[config.mk]
export PLATFORM = sky130hd
export DESIGN_NAME = dbvp_front
export DESIGN_NICKNAME = d
export VERILOG_FILES = /design/src/rtl/dbvp_pkg.sv /design/src/rtl/dbvp_front.sv
export SDC_FILE = /design/constraint.sdc
export NUM_CORES = 1
export LEC_CHECK = 0
export BUFFER_PORTS_ARGS = -buffer_cell sky130_fd_sc_hd__buf_2
export CORE_AREA = 4 4 41 43
export DETAILED_ROUTE_END_ITERATION = 16
export DIE_AREA = 0 0 45 47
export GPL_TIMING_DRIVEN = 0
export PLACE_DENSITY = 0.73
export RECOVER_POWER = 25
export SYNTH_ARGS = -nofsm -noshare
export SYNTH_HDL_FRONTEND = slang
export SYNTH_SLANG_ARGS = --single-unit
[constraint.sdc]
create_clock -name vclk -period 2.6
set_input_delay 0.39 -clock vclk [all_inputs]
set_output_delay 0.39 -clock vclk [all_outputs]
set_load 0.01 [all_outputs]
[src/rtl/dbvp_pkg.sv]
// Shared types, codes and the population count used by the vertex peeling block.
package dbvp_pkg;

  localparam int unsigned ROW_W    = 64;
  localparam int unsigned PERSON_W = 6;
  localparam int unsigned COUNT_W  = 7;
  localparam int unsigned CFG_W    = 7;
  localparam int unsigned CFG_IDX_W = 2;

  // Input command codes.
  localparam logic [1:0] CMD_ADD   = 2'd0;
  localparam logic [1:0] CMD_SOLVE = 2'd1;
  localparam logic [1:0] CMD_CLEAR = 2'd2;

  // Configuration register indexes.
  localparam logic [CFG_IDX_W-1:0] CFG_PEOPLE      = 2'd0;
  localparam logic [CFG_IDX_W-1:0] CFG_MIN_KNOWN   = 2'd1;
  localparam logic [CFG_IDX_W-1:0] CFG_MIN_UNKNOWN = 2'd2;
  localparam logic [CFG_IDX_W-1:0] CFG_MIN_GROUP   = 2'd3;

  typedef enum logic [1:0] {
    OP_ADD,
    OP_SOLVE,
    OP_CLEAR
  } op_kind_e;

  typedef struct packed {
    logic [1:0]          command;
    logic [PERSON_W-1:0] person_a;
    logic [PERSON_W-1:0] person_b;
  } in_word_t;

  typedef struct packed {
    logic [ROW_W-1:0]   invited_mask;
    logic [COUNT_W-1:0] invited_count;
  } out_word_t;

  typedef struct packed {
    op_kind_e            kind;
    logic [PERSON_W-1:0] a;
    logic [PERSON_W-1:0] b;
  } op_t;

  // Adder tree over the 64 bits of a row.
  function automatic logic [COUNT_W-1:0] popcount64(input logic [ROW_W-1:0] v);
    logic [1:0] s1 [32];
    logic [2:0] s2 [16];
    logic [3:0] s3 [8];
    logic [4:0] s4 [4];
    logic [5:0] s5 [2];
    for (int i = 0; i < 32; i++) s1[i] = {1'b0, v[2*i]} + {1'b0, v[2*i+1]};
    for (int i = 0; i < 16; i++) s2[i] = {1'b0, s1[2*i]} + {1'b0, s1[2*i+1]};
    for (int i = 0; i < 8; i++)  s3[i] = {1'b0, s2[2*i]} + {1'b0, s2[2*i+1]};
    for (int i = 0; i < 4; i++)  s4[i] = {1'b0, s3[2*i]} + {1'b0, s3[2*i+1]};
    for (int i = 0; i < 2; i++)  s5[i] = {1'b0, s4[2*i]} + {1'b0, s4[2*i+1]};
    return {1'b0, s5[0]} + {1'b0, s5[1]};
  endfunction

endpackage

[src/rtl/dbvp_front.sv]
// Front end: classifies accepted words and drops those that have no effect.
module dbvp_front
  import dbvp_pkg::*;
(
  input  logic               accept_i,
  input  in_word_t           in_word_i,
  input  logic [COUNT_W-1:0] people_i,
  output logic               op_push_o,
  output op_t                op_o
);

  logic pair_ok;

  assign pair_ok = (in_word_i.person_a != in_word_i.person_b)
                && ({1'b0, in_word_i.person_a} < people_i)
                && ({1'b0, in_word_i.person_b} < people_i);

  always_comb begin
    op_o.a    = in_word_i.person_a;
    op_o.b    = in_word_i.person_b;
    op_o.kind = OP_ADD;
    op_push_o = 1'b0;
    case (in_word_i.command)
      CMD_ADD: begin
        op_push_o = accept_i && pair_ok;
      end
      CMD_SOLVE: begin
        op_o.kind = OP_SOLVE;
        op_push_o = accept_i;
      end
      CMD_CLEAR: begin
        op_o.kind = OP_CLEAR;
        op_push_o = accept_i;
      end
      default: begin
        op_push_o = 1'b0;
      end
    endcase
  end

endmodule

==> qor.txt <==
Netlist cell types: 20
Ranking of synthesized cells by area: ha_1 (36%), buf_4 (18%), nand4b_1 (7.1%), xnor2_1 (7.1%), inv_1 (5.3%)
Area grow syn2layout: 40.7%
Largest net degree at the start of global routing: 6
Total wire length: 1.07 mm
Slew at the pin closest to its max-slew limit: 0.284 ns
All-Layer GR Usage: 9.28%
Fin crit period: 2.22 ns
First-pass GRT wire length: 1.54 mm
Avg Cell Area, Syn: 8.33 sq um
Endpoints failing setup: 0
Io pins: 37
CP max stage delay: 0.35 ns
Layout cell share with drive strength beyond 1: 50.0%
Post-DRT Antenna Nets: 0
Commonest non-fill, non-tap cell in the layout: buf_2
Die area: 2120 sq um
Number of cell rows: 13
Post-Syn Area: 492 sq um
Tcrit/Tclk final: 85.4%
Fin. Hold Viols: 0
CP max FO: 3
RSZ-0062 raised after global routing: no
Vias in the first global route: 410
Maximum VDD drop: 0.0000579 V
Worst slew margin: 81.0%
Sw Pwr: 47.7 uW
ANT cells: 0
Clk pwr share: 0%
Sw Ratio: 46.0%
Register area share after synthesis: 0%
HPWL Detailed: 1.03 mm
Post-CTS Hold Fix Bufs: 0
Synthesized instance count: 59
Critical path class: in -> out
Critical path arrival: 1.83 ns
Worst-path cell chain: buf_2, ha_1, a211oi_2, nor2_1, or3_1, o31ai_2, buf_2
TNS Setup: 0 ns
Final #Nets: 134
PD cells: 150 nW/um^2
Critical Path Start Type: input pin
Initial antenna violation count: 0
Chip height: 47 um
Post-CTS Setup Repair Bufs: 0
DP Area: 696 sq um
Mapped Nets: 95
Gpl congestion: 0.772
Yosys top cell by area: ha_1
Gr ovfl total: 0
Worst min path class: in -> out
Comb pwr share: 100.0%
Filler cells: 145
Number of vias per cell: 4.49
Clkbuf count: 0
DR pass1 iterations: 5
Number of port buffers: 37
Int Power: 55.9 uW
Post-detailed-route DRC marker count: 0
CP dominant cell by count: buf_2
Achievable Freq: 451 MHz
Status: completed
Post-CTS sizing: 0
Crit path capture type: output port
DRT iter0 DRCs: 2
Fin. max-slew vios: 0
Max stage delay cell, worst path: or3_1
Post-synth top area share: 35.6%
Area of the core: 1300 sq um
Multi-input logic area: 375 sq um
Via count of the routed design: 498
Sequential Area: 0 sq um
Yosys warnings: 0
Fin area: 692 sq um
Leakage: 0.399 nW
Critical Path RT: 2.21 ns
Flop pwr share: 0%
Initial Util: 37.8%
Wire per inst: 9.60 um
Die W: 45 um
Max-Cap Viols: 0
Leading cell types in the layout, fill and taps excluded: buf_2 (34), ha_1 (14), buf_4 (12), inv_1 (7)
Flip-flop and latch count: 0
logic make-up (layout without fill, tap and decap cells):
kind of cell             count (synthesis)  count (layout)  share of synthesized area [%]
AND/OR/NAND/NOR                         13              13                           17.8
adder cells (fa/ha/maj)                 14              14                           35.6
XOR/XNOR                                 6               6                           10.7
AO/OA/AOI/OAI                            7               7                           12.2
buffers and inverters                   19              56                           23.7
cell type report:
| type | instances | share of cell area, % |
|---|---|---|
| Tap cell | 15 | 2.71 |
| Timing Repair Buffer | 37 | 26.2 |
| Buffer | 12 | 13.0 |
| Multi-Input combinational cell | 40 | 54.2 |
| Inverter | 7 | 3.80 |
worst paths after layout:
path           from        end  slack (ns)  cells past startpoint
max   in_word_i[11]  op_push_o        0.38                      7
min    in_word_i[6]    op_o[6]        1.09                      3
routing by layer:
metal / global-route usage, % / share of wire (%) / vias to the layer above
li1: - / - / 270
met1: 11.2 / 40 / 210
met2: 18.4 / 50 / 18
met3: 1.15 / 9.9 / 0
met4: 0 / 0 / 0
met5: 0 / 0 / -
Yosys cell counts, types with 2 or more instances:
master and number:
buf_4 12, nor2_1 2, ha_1 14, xor2_1 2, nand2b_1 2, xnor2_1 4
nand4b_1 4, inv_1 7
power groups by stage:
| stage | Sequential, mW | Combinational, mW | Clock [mW] |
|---|---|---|---|
| 6_report | 0 | 0.104 | 0 |
| 5_1_grt | 0 | 0.116 | 0 |
| 4_1_cts | 0 | 0.106 | 0 |
| 3_5_place_dp | 0 | 0.106 | 0 |
| 3_3_place_gp | 0 | 0.104 | 0 |
| 2_1_floorplan | 0 | 0.0625 | 0 |
per-stage QoR:
stage / hold slack, ns / total power [mW] / cells / utilization (%) / setup WS (ns)
after floorplan: 0.872 / 0.0625 / 59 / - / 0.623
after global placement: 1.09 / 0.104 / 111 / 53.5 / 0.381
after detailed placement: 1.09 / 0.106 / 111 / 53.5 / 0.355
after CTS: 1.09 / 0.106 / 111 / 53.5 / 0.360
after global routing: 1.11 / 0.116 / 111 / 53.2 / 0.298
final: 1.09 / 0.104 / 111 / 53.2 / 0.381
critical path, delay by kind of cell:
| family | cells | cell delay, ns |
|---|---|---|
| compound gates | 2 | 0.42 |
| buf+inv | 2 | 0.28 |
| fa+ha+maj | 1 | 0.34 |
| simple gates | 2 | 0.40 |
(Power assumes the default switching activity.)
