## src/rtl/dbvp_pkg.sv

```systemverilog
// Shared types, codes and the population count used by the vertex peeling block.
package dbvp_pkg;

  localparam int unsigned ROW_W    = 64;
  localparam int unsigned PERSON_W = 6;
  localparam int unsigned COUNT_W  = 7;
  localparam int unsigned CFG_W    = 7;
  localparam int unsigned CFG_IDX_W = 2;

  // Input command codes.
  localparam logic [1:0] CMD_ADD   = 2'd0;
  localparam logic [1:0] CMD_SOLVE = 2'd1;
  localparam logic [1:0] CMD_CLEAR = 2'd2;

  // Configuration register indexes.
  localparam logic [CFG_IDX_W-1:0] CFG_PEOPLE      = 2'd0;
  localparam logic [CFG_IDX_W-1:0] CFG_MIN_KNOWN   = 2'd1;
  localparam logic [CFG_IDX_W-1:0] CFG_MIN_UNKNOWN = 2'd2;
  localparam logic [CFG_IDX_W-1:0] CFG_MIN_GROUP   = 2'd3;

  typedef enum logic [1:0] {
    OP_ADD,
    OP_SOLVE,
    OP_CLEAR
  } op_kind_e;

  typedef struct packed {
    logic [1:0]          command;
    logic [PERSON_W-1:0] person_a;
    logic [PERSON_W-1:0] person_b;
  } in_word_t;

  typedef struct packed {
    logic [ROW_W-1:0]   invited_mask;
    logic [COUNT_W-1:0] invited_count;
  } out_word_t;

  typedef struct packed {
    op_kind_e            kind;
    logic [PERSON_W-1:0] a;
    logic [PERSON_W-1:0] b;
  } op_t;

  // Adder tree over the 64 bits of a row.
  function automatic logic [COUNT_W-1:0] popcount64(input logic [ROW_W-1:0] v);
    logic [1:0] s1 [32];
    logic [2:0] s2 [16];
    logic [3:0] s3 [8];
    logic [4:0] s4 [4];
    logic [5:0] s5 [2];
    for (int i = 0; i < 32; i++) s1[i] = {1'b0, v[2*i]} + {1'b0, v[2*i+1]};
    for (int i = 0; i < 16; i++) s2[i] = {1'b0, s1[2*i]} + {1'b0, s1[2*i+1]};
    for (int i = 0; i < 8; i++)  s3[i] = {1'b0, s2[2*i]} + {1'b0, s2[2*i+1]};
    for (int i = 0; i < 4; i++)  s4[i] = {1'b0, s3[2*i]} + {1'b0, s3[2*i+1]};
    for (int i = 0; i < 2; i++)  s5[i] = {1'b0, s4[2*i]} + {1'b0, s4[2*i+1]};
    return {1'b0, s5[0]} + {1'b0, s5[1]};
  endfunction

endpackage

```

## src/rtl/dbvp_fifo.sv

```systemverilog
// Short operation queue between the front classifier and the back engine.
module dbvp_fifo
  import dbvp_pkg::*;
#(
  parameter int unsigned DEPTH = 2
) (
  input  logic clk_i,
  input  logic rst_ni,
  input  logic push_i,
  input  op_t  data_i,
  output logic full_o,
  input  logic pop_i,
  output logic empty_o,
  output op_t  data_o
);

  localparam int unsigned PW = (DEPTH > 1) ? $clog2(DEPTH) : 1;
  localparam int unsigned CW = $clog2(DEPTH + 1);

  op_t           slot_q [DEPTH];
  logic [PW-1:0] wr_q, wr_d, rd_q, rd_d;
  logic [CW-1:0] cnt_q, cnt_d;
  logic          do_push, do_pop;

  assign full_o  = (cnt_q == CW'(DEPTH));
  assign empty_o = (cnt_q == '0);
  assign data_o  = slot_q[rd_q];
  assign do_push = push_i && !full_o;
  assign do_pop  = pop_i && !empty_o;

  always_comb begin
    wr_d  = wr_q;
    rd_d  = rd_q;
    cnt_d = cnt_q;
    if (do_push) begin
      wr_d = (wr_q == PW'(DEPTH - 1)) ? '0 : wr_q + PW'(1);
    end
    if (do_pop) begin
      rd_d = (rd_q == PW'(DEPTH - 1)) ? '0 : rd_q + PW'(1);
    end
    if (do_push && !do_pop) begin
      cnt_d = cnt_q + CW'(1);
    end else if (do_pop && !do_push) begin
      cnt_d = cnt_q - CW'(1);
    end
  end

  always_ff @(posedge clk_i or negedge rst_ni) begin
    if (!rst_ni) begin
      wr_q  <= '0;
      rd_q  <= '0;
      cnt_q <= '0;
    end else begin
      wr_q  <= wr_d;
      rd_q  <= rd_d;
      cnt_q <= cnt_d;
    end
  end

  always_ff @(posedge clk_i) begin
    if (do_push) begin
      slot_q[wr_q] <= data_i;
    end
  end

endmodule

```

## config.mk

```make
export PLATFORM = sky130hd
export DESIGN_NAME = dbvp_fifo
export DESIGN_NICKNAME = d
export VERILOG_FILES = /design/src/rtl/dbvp_pkg.sv /design/src/rtl/dbvp_fifo.sv
export SDC_FILE = /design/constraint.sdc
export NUM_CORES = 1
export LEC_CHECK = 0
export BUFFER_PORTS_ARGS = -buffer_cell sky130_fd_sc_hd__buf_2
export CELL_PAD_IN_SITES_DETAIL_PLACEMENT = 1
export CELL_PAD_IN_SITES_GLOBAL_PLACEMENT = 1
export CORE_ASPECT_RATIO = 1.2
export CORE_MARGIN = 3
export CORE_UTILIZATION = 35
export DETAILED_ROUTE_END_ITERATION = 7
export PLACE_DENSITY_LB_ADDON = 0.08
export SLEW_MARGIN = 15
export SYNTH_ARGS = -nofsm -noshare
export SYNTH_HDL_FRONTEND = slang
export SYNTH_SLANG_ARGS = --single-unit
```

## constraint.sdc

```tcl
create_clock -name clk_i -period 2.5 [get_ports clk_i]
set_clock_uncertainty 0.2 [all_clocks]
set_input_delay 0.375 -clock clk_i [delete_from_list [all_inputs] [get_ports clk_i]]
set_output_delay 0.375 -clock clk_i [all_outputs]
set_load 0.05 [all_outputs]
```

==> results_dict.tcl, run 1 <==
set metrics [dict create \
    tns_ns 0 \
    fin_nets 123 \
    cts-root-buf "clkbuf_8" \
    synth_common_cells "edfxtp_1 (28), mux2_4 (9), mux2_2 (5)" \
    worst_slew_pin_slew_ns 0.679 \
    avgSynthCellArea_um2 20.0 \
    clk_pin_slew_ns 0.06 \
    crit_required_ns 1.92 \
    worstPathCellList "buf_4 > mux2_4 > buf_2" \
    yosysMostFrequentCell "edfxtp_1" \
    cts_setup_buffers 0 \
    synth_area_um2 1260 \
    cpLargestDelayFamily "flip-flops" \
    setup_viol 0 \
    io_buffers 33 \
    worstHoldPathType "primary input to flip-flop" \
    start_util 0.371 \
    critPathKind "flip-flop to primary output" \
    drc_errors 0 \
    grt_pass1_vias 717 \
    synth_top_area_share 0.667 \
    yosysSeqAreaShare 0.747 \
    wl_per_cell_um 14.6 \
    grt_usage 0.110 \
    pre_cts_ws_ns 0.484 \
    antenna_found_initial 0 \
    h-tree-depth 2 \
    synthArstFlopShare 0.125 \
    drtIter0Drc 7 \
    critPathMaxFanout 10 \
    cp.buffers_inverters 2 \
    dieArea_um2 4360 \
    cp_data_arrival_time_ns 1.70 \
    max_slew_margin 0.547 \
    ant_nets 0 \
    max_stage_delay_ns 0.64 \
    hold_violations 0 \
    area_growth_pct 22.6 \
    fmax_ghz 0.439 \
    end_kind "primary output" \
    clk-insertion-delay-late_ns 0.27 \
    rsz0062_at_grt "no" \
    nFillCells 348 \
    leakage_nw 0.642 \
    grt_pass1_wl_um 3320 \
    vias_per_cell 4.74 \
    die_h_um 71.7 \
    grt_max_degree 15 \
    cts_tree "yes" \
    synth.largest_area_cell "edfxtp_1" \
    ir_drop_uv 549 \
    maxCapViolations 0 \
    yosysWarnings 0 \
    cts_buffer_depth 2 \
    start_kind "flip-flop" \
    syn-instance-count 63 \
    ys.flop_type "edfxtp_1" \
    overflow 0 \
    routed_wl_um 2080 \
    die_x_um 60.8 \
    dr.pass1.iters 2 \
    rows 23 \
    fin_total_pwr_mw 2.13 \
    place_hpwl_um 1520 \
    diodes 0 \
    numCtsBuffers 5 \
    num_vias 673 \
    synth.area.top_cells "edfxtp_1 (67%), mux2_4 (11%), dfrtp_1 (7.9%)" \
    outcome "complete, no violations" \
    io_pins 34 \
    core_area_um2 3400 \
    routabilityCongestion 0.587 \
    maxSlewViolCount 0 \
    crit_slowest_cell "dfrtp_1" \
    syn-num-nets 82 \
    cts_sinks 32 \
    fin_crit_sh 0.912 \
    synth-edff-count 28 \
    yosysUniqueCellTypes 15 \
    ys_ff_latch 32 \
    powerDensity_nw_per_um2 1380 \
    whs_ns 0.0865 \
    setup_ws_ns 0.220 \
    min_period_ns 2.28 \
    layout-drive-gt1-share 0.514 \
]
## sequential cells by signal, summed over array words and instances (netlist names)
| register | count |
|---|---|
| wr_q | 1 |
| rd_q | 1 |
| cnt_q | 2 |
| slot_q | 28 |
## path summary, 6_finish.rpt
path,cells past startpoint,slack [ns],from,to
max in group asynchronous,2,1.74,rst_ni,rd_q
hold / removal,1,0.09,data_i[6],slot_q[1][6]
setup / recovery,3,0.22,rd_q,data_o[8]
hold reg to reg,1,0.30,wr_q,wr_q
min in group asynchronous,2,0.24,rst_ni,wr_q
setup reg to reg,4,0.67,cnt_q[0],slot_q[0][0]
## routing by layer
layer  wire, µm  global-route usage
met1        755               0.106
met2       1160               0.190
met3        134              0.0541
met4         29              0.0506
met5          0                   0
## cells in the final DEF (no fill, tap or decap)
| cell type | n |
|---|---|
| dfrtp_1 | 4 |
| and3_1 | 1 |
| buf_4 | 2 |
| dlygate4sd3_1 | 1 |
| buf_2 | 33 |
| clkbuf_8 | 5 |
| o21ai_1 | 1 |
| ha_1 | 1 |
| mux2_2 | 5 |
| inv_1 | 2 |
| xor2_1 | 2 |
| nand2_1 | 1 |
| nand2b_1 | 1 |
| clkbuf_1 | 3 |
| mux2_4 | 9 |
| nor2_1 | 3 |
| xnor2_1 | 3 |
| edfxtp_1 | 28 |
## kinds of logic after synthesis
logic type	after synthesis	share of synthesized area
compound gates	1	0.00397
xor+xnor	5	0.0348
fa+ha+maj	1	0.00993
buf+inv	4	0.0308
flops	32	0.747
mux	14	0.152
simple gates	6	0.0218
## worst register-to-register path, delay by kind of cell (launching register included)
family                 cells  cell delay (ns)
DFF                        1             0.43
buffers and inverters      1             0.29
and+or+nand+nor            3             0.62
## power breakdown
group	internal (mW)	leakage (nW)	switching (mW)
combinational	0.311	0.296	0.627
clock	0.197	0.0395	0.166
sequential	0.742	0.307	0.0888
## area by class of cell
class                   instances  area [µm²]  share of cell area
repair buffers                 36         190               0.123
well taps                      37        46.3              0.0300
multi-input cells              27         280               0.181
inverters                       2        7.51             0.00486
clock buffers                   8        80.1              0.0518
flip-flops and latches         32         941               0.609
## timing repair
action / in CTS / in global routing
hold buffers: 1 / 0
gates resized for setup: 0 / 0
hold endpoints to repair: 4 / 0
## stage by stage
step | utilization | area [µm²] | std cells
after floorplan | - | 1260 | 63
after CTS | 0.455 | 1550 | 142
after detailed placement | 0.429 | 1460 | 133
after global routing | 0.455 | 1550 | 142
after global placement | 0.429 | 1460 | 133
final | 0.455 | 1550 | 142
Note: power is estimated with default switching activity, not from simulation.
==> run 2, diff against run 1 <==
--- a/config.mk
+++ b/config.mk
@@ -5,14 +5,15 @@
 export SDC_FILE = /design/constraint.sdc
 export NUM_CORES = 1
 export LEC_CHECK = 0
-export BUFFER_PORTS_ARGS = -buffer_cell sky130_fd_sc_hd__buf_2
+export BUFFER_PORTS_ARGS = -buffer_cell sky130_fd_sc_hd__buf_4
 export CELL_PAD_IN_SITES_DETAIL_PLACEMENT = 1
 export CELL_PAD_IN_SITES_GLOBAL_PLACEMENT = 1
 export CORE_ASPECT_RATIO = 1.2
 export CORE_MARGIN = 3
-export CORE_UTILIZATION = 35
+export CORE_UTILIZATION = 40
 export DETAILED_ROUTE_END_ITERATION = 7
 export PLACE_DENSITY_LB_ADDON = 0.08
+export SETUP_SLACK_MARGIN = 0.02
 export SLEW_MARGIN = 15
 export SYNTH_ARGS = -nofsm -noshare
 export SYNTH_HDL_FRONTEND = slang
==> run 2 against run 1 <==
Sequential power decreased by 2%. Largest cell class unchanged. First-iteration DRC count increased by 100%. Utilization increased by 10 points. Register-to-register slack improved by 0.05 ns. Die area decreased by 11%. Worst hold slack got worse by 0.051 ns. Critical endpoint is now data_o[5].
==> results_dict.tcl, run 2 (synthesized netlist as in run 1, its figures left out) <==
set metrics [dict create \
    cpLargestDelayFamily "flip-flops" \
    reg2reg_slack_ns 0.72 \
    vias_per_cell 4.73 \
    die_x_um 57.2 \
    cp.buffers_inverters 2 \
    layout-drive-gt1-share 0.524 \
    reg_top3 "slot_q: 28 flops, cnt_q: 2 flops" \
    grt_pass1_vias 646 \
    min_period_ns 2.15 \
    fmax_ghz 0.466 \
    drc_errors 0 \
    setup_viol 0 \
    worstPathCellList "buf_12 > mux2_2 > buf_4" \
    top_usage_layer "met2" \
    ir_drop_uv 691 \
    io_pins 34 \
    cp-startpoint "rd_q" \
    grt_use_met3 0.0459 \
    multiInputGateArea_um2 280 \
    dr.pass1.iters 4 \
    dieArea_um2 3860 \
    cts-root-buf "clkbuf_4" \
    drtIter0Drc 14 \
    reg2reg_depth 4 \
    grt_use_met1 0.127 \
    outcome "complete, no violations" \
    end_kind "primary output" \
    h-tree-depth 2 \
    regMostFlops "slot_q" \
    overflow 0 \
    pre_cts_ws_ns 0.698 \
    nFillCells 281 \
    leakage_nw 0.667 \
    core_area_um2 2890 \
    io_buffers 33 \
    area_growth_pct 28.2 \
    mostFrequentLayoutCells "buf_4 (34), edfxtp_1 (28), mux2_4 (9)" \
    hold_end "slot_q[1][12]" \
    worstHoldPathType "primary input to flip-flop" \
    clk_pin_slew_ns 0.09 \
    fin_util 0.559 \
    cts_buffer_depth 2 \
    rows 21 \
    cts_resized 0 \
    largest_register_ffs 28 \
    maxCapViolations 0 \
    die_h_um 67.5 \
    critPathKind "flip-flop to primary output" \
    dp_cells 130 \
    grt_max_degree 15 \
    ant_nets 0 \
    worst_slew_pin_slew_ns 0.659 \
    rsz0062_at_grt "no" \
    setup_ws_ns 0.353 \
    max_stage_delay_ns 0.53 \
    tns_ns 0 \
    hold_depth 1 \
    routed_wl_um 2090 \
    layout_commonest_cell "buf_4" \
    seqCellArea_um2 941 \
    cts_setup_buffers 0 \
    cts_tree "yes" \
    hold_violations 0 \
    start_util 0.436 \
    grt_usage 0.119 \
    clk-insertion-delay-late_ns 0.32 \
    powerDensity_nw_per_um2 1350 \
    start_kind "flip-flop" \
    antenna_found_initial 0 \
    stdcell_count 139 \
    diodes 0 \
    fin_crit_sh 0.859 \
    numCtsBuffers 5 \
    place_hpwl_um 1540 \
    maxSlewViolCount 0 \
    r2r_start "cnt_q[0]" \
    rr_endpoint "slot_q[0][13]" \
    grt_use_met2 0.199 \
    crit_slowest_cell "dfrtp_1" \
    grt_pass1_wl_um 3170 \
    max_slew_margin 0.561 \
    whs_ns 0.0352 \
    routabilityCongestion 0.639 \
    wl_per_cell_um 15.1 \
    critPathMaxFanout 11 \
    num_vias 657 \
    crit_required_ns 1.92 \
    cp_data_arrival_time_ns 1.57 \
    cts_sinks 32 \
    fin_nets 123 \
    hold_start "data_i[12]" \
    cts_hold_buf 1 \
]
run 2: cell counts in the layout (fill, tap and decap cells not counted):
No cell type changed its count.
run 2: worst max-delay path by stage:
stage,end,depth (start not counted)
floorplan,slot_q[0][0],3
global placement,slot_q[1][10],2
detailed placement,data_o[13],3
CTS,data_o[11],3
global route,data_o[5],3
finish,data_o[5],3
run 2: per-stage QoR:
step | power (mW) | area, µm²
6_report | 2.17 | 1620
5_1_grt | 2.29 | 1620
4_1_cts | 2.21 | 1620
3_5_place_dp | 1.91 | 1550
3_3_place_gp | 1.89 | 1550
2_1_floorplan | 1.64 | 1260
run 2: power by group:
group          internal, mW  switching (mW)
clock                 0.139           0.158
sequential            0.740          0.0757
combinational         0.408           0.652
run 2: routing by layer:
metal | part of all wire | wire, µm
met3 | 0.063 | 132
met5 | 0 | 0
met4 | 0.021 | 43
met2 | 0.54 | 1130
met1 | 0.38 | 789
run 2: layout make-up:
cell class              instances  area share
repair buffers                 36       0.177
inverters                       2     0.00465
clock buffers                   8      0.0364
flip-flops and latches         32       0.582
multi-input cells              27       0.174
well taps                      34      0.0263
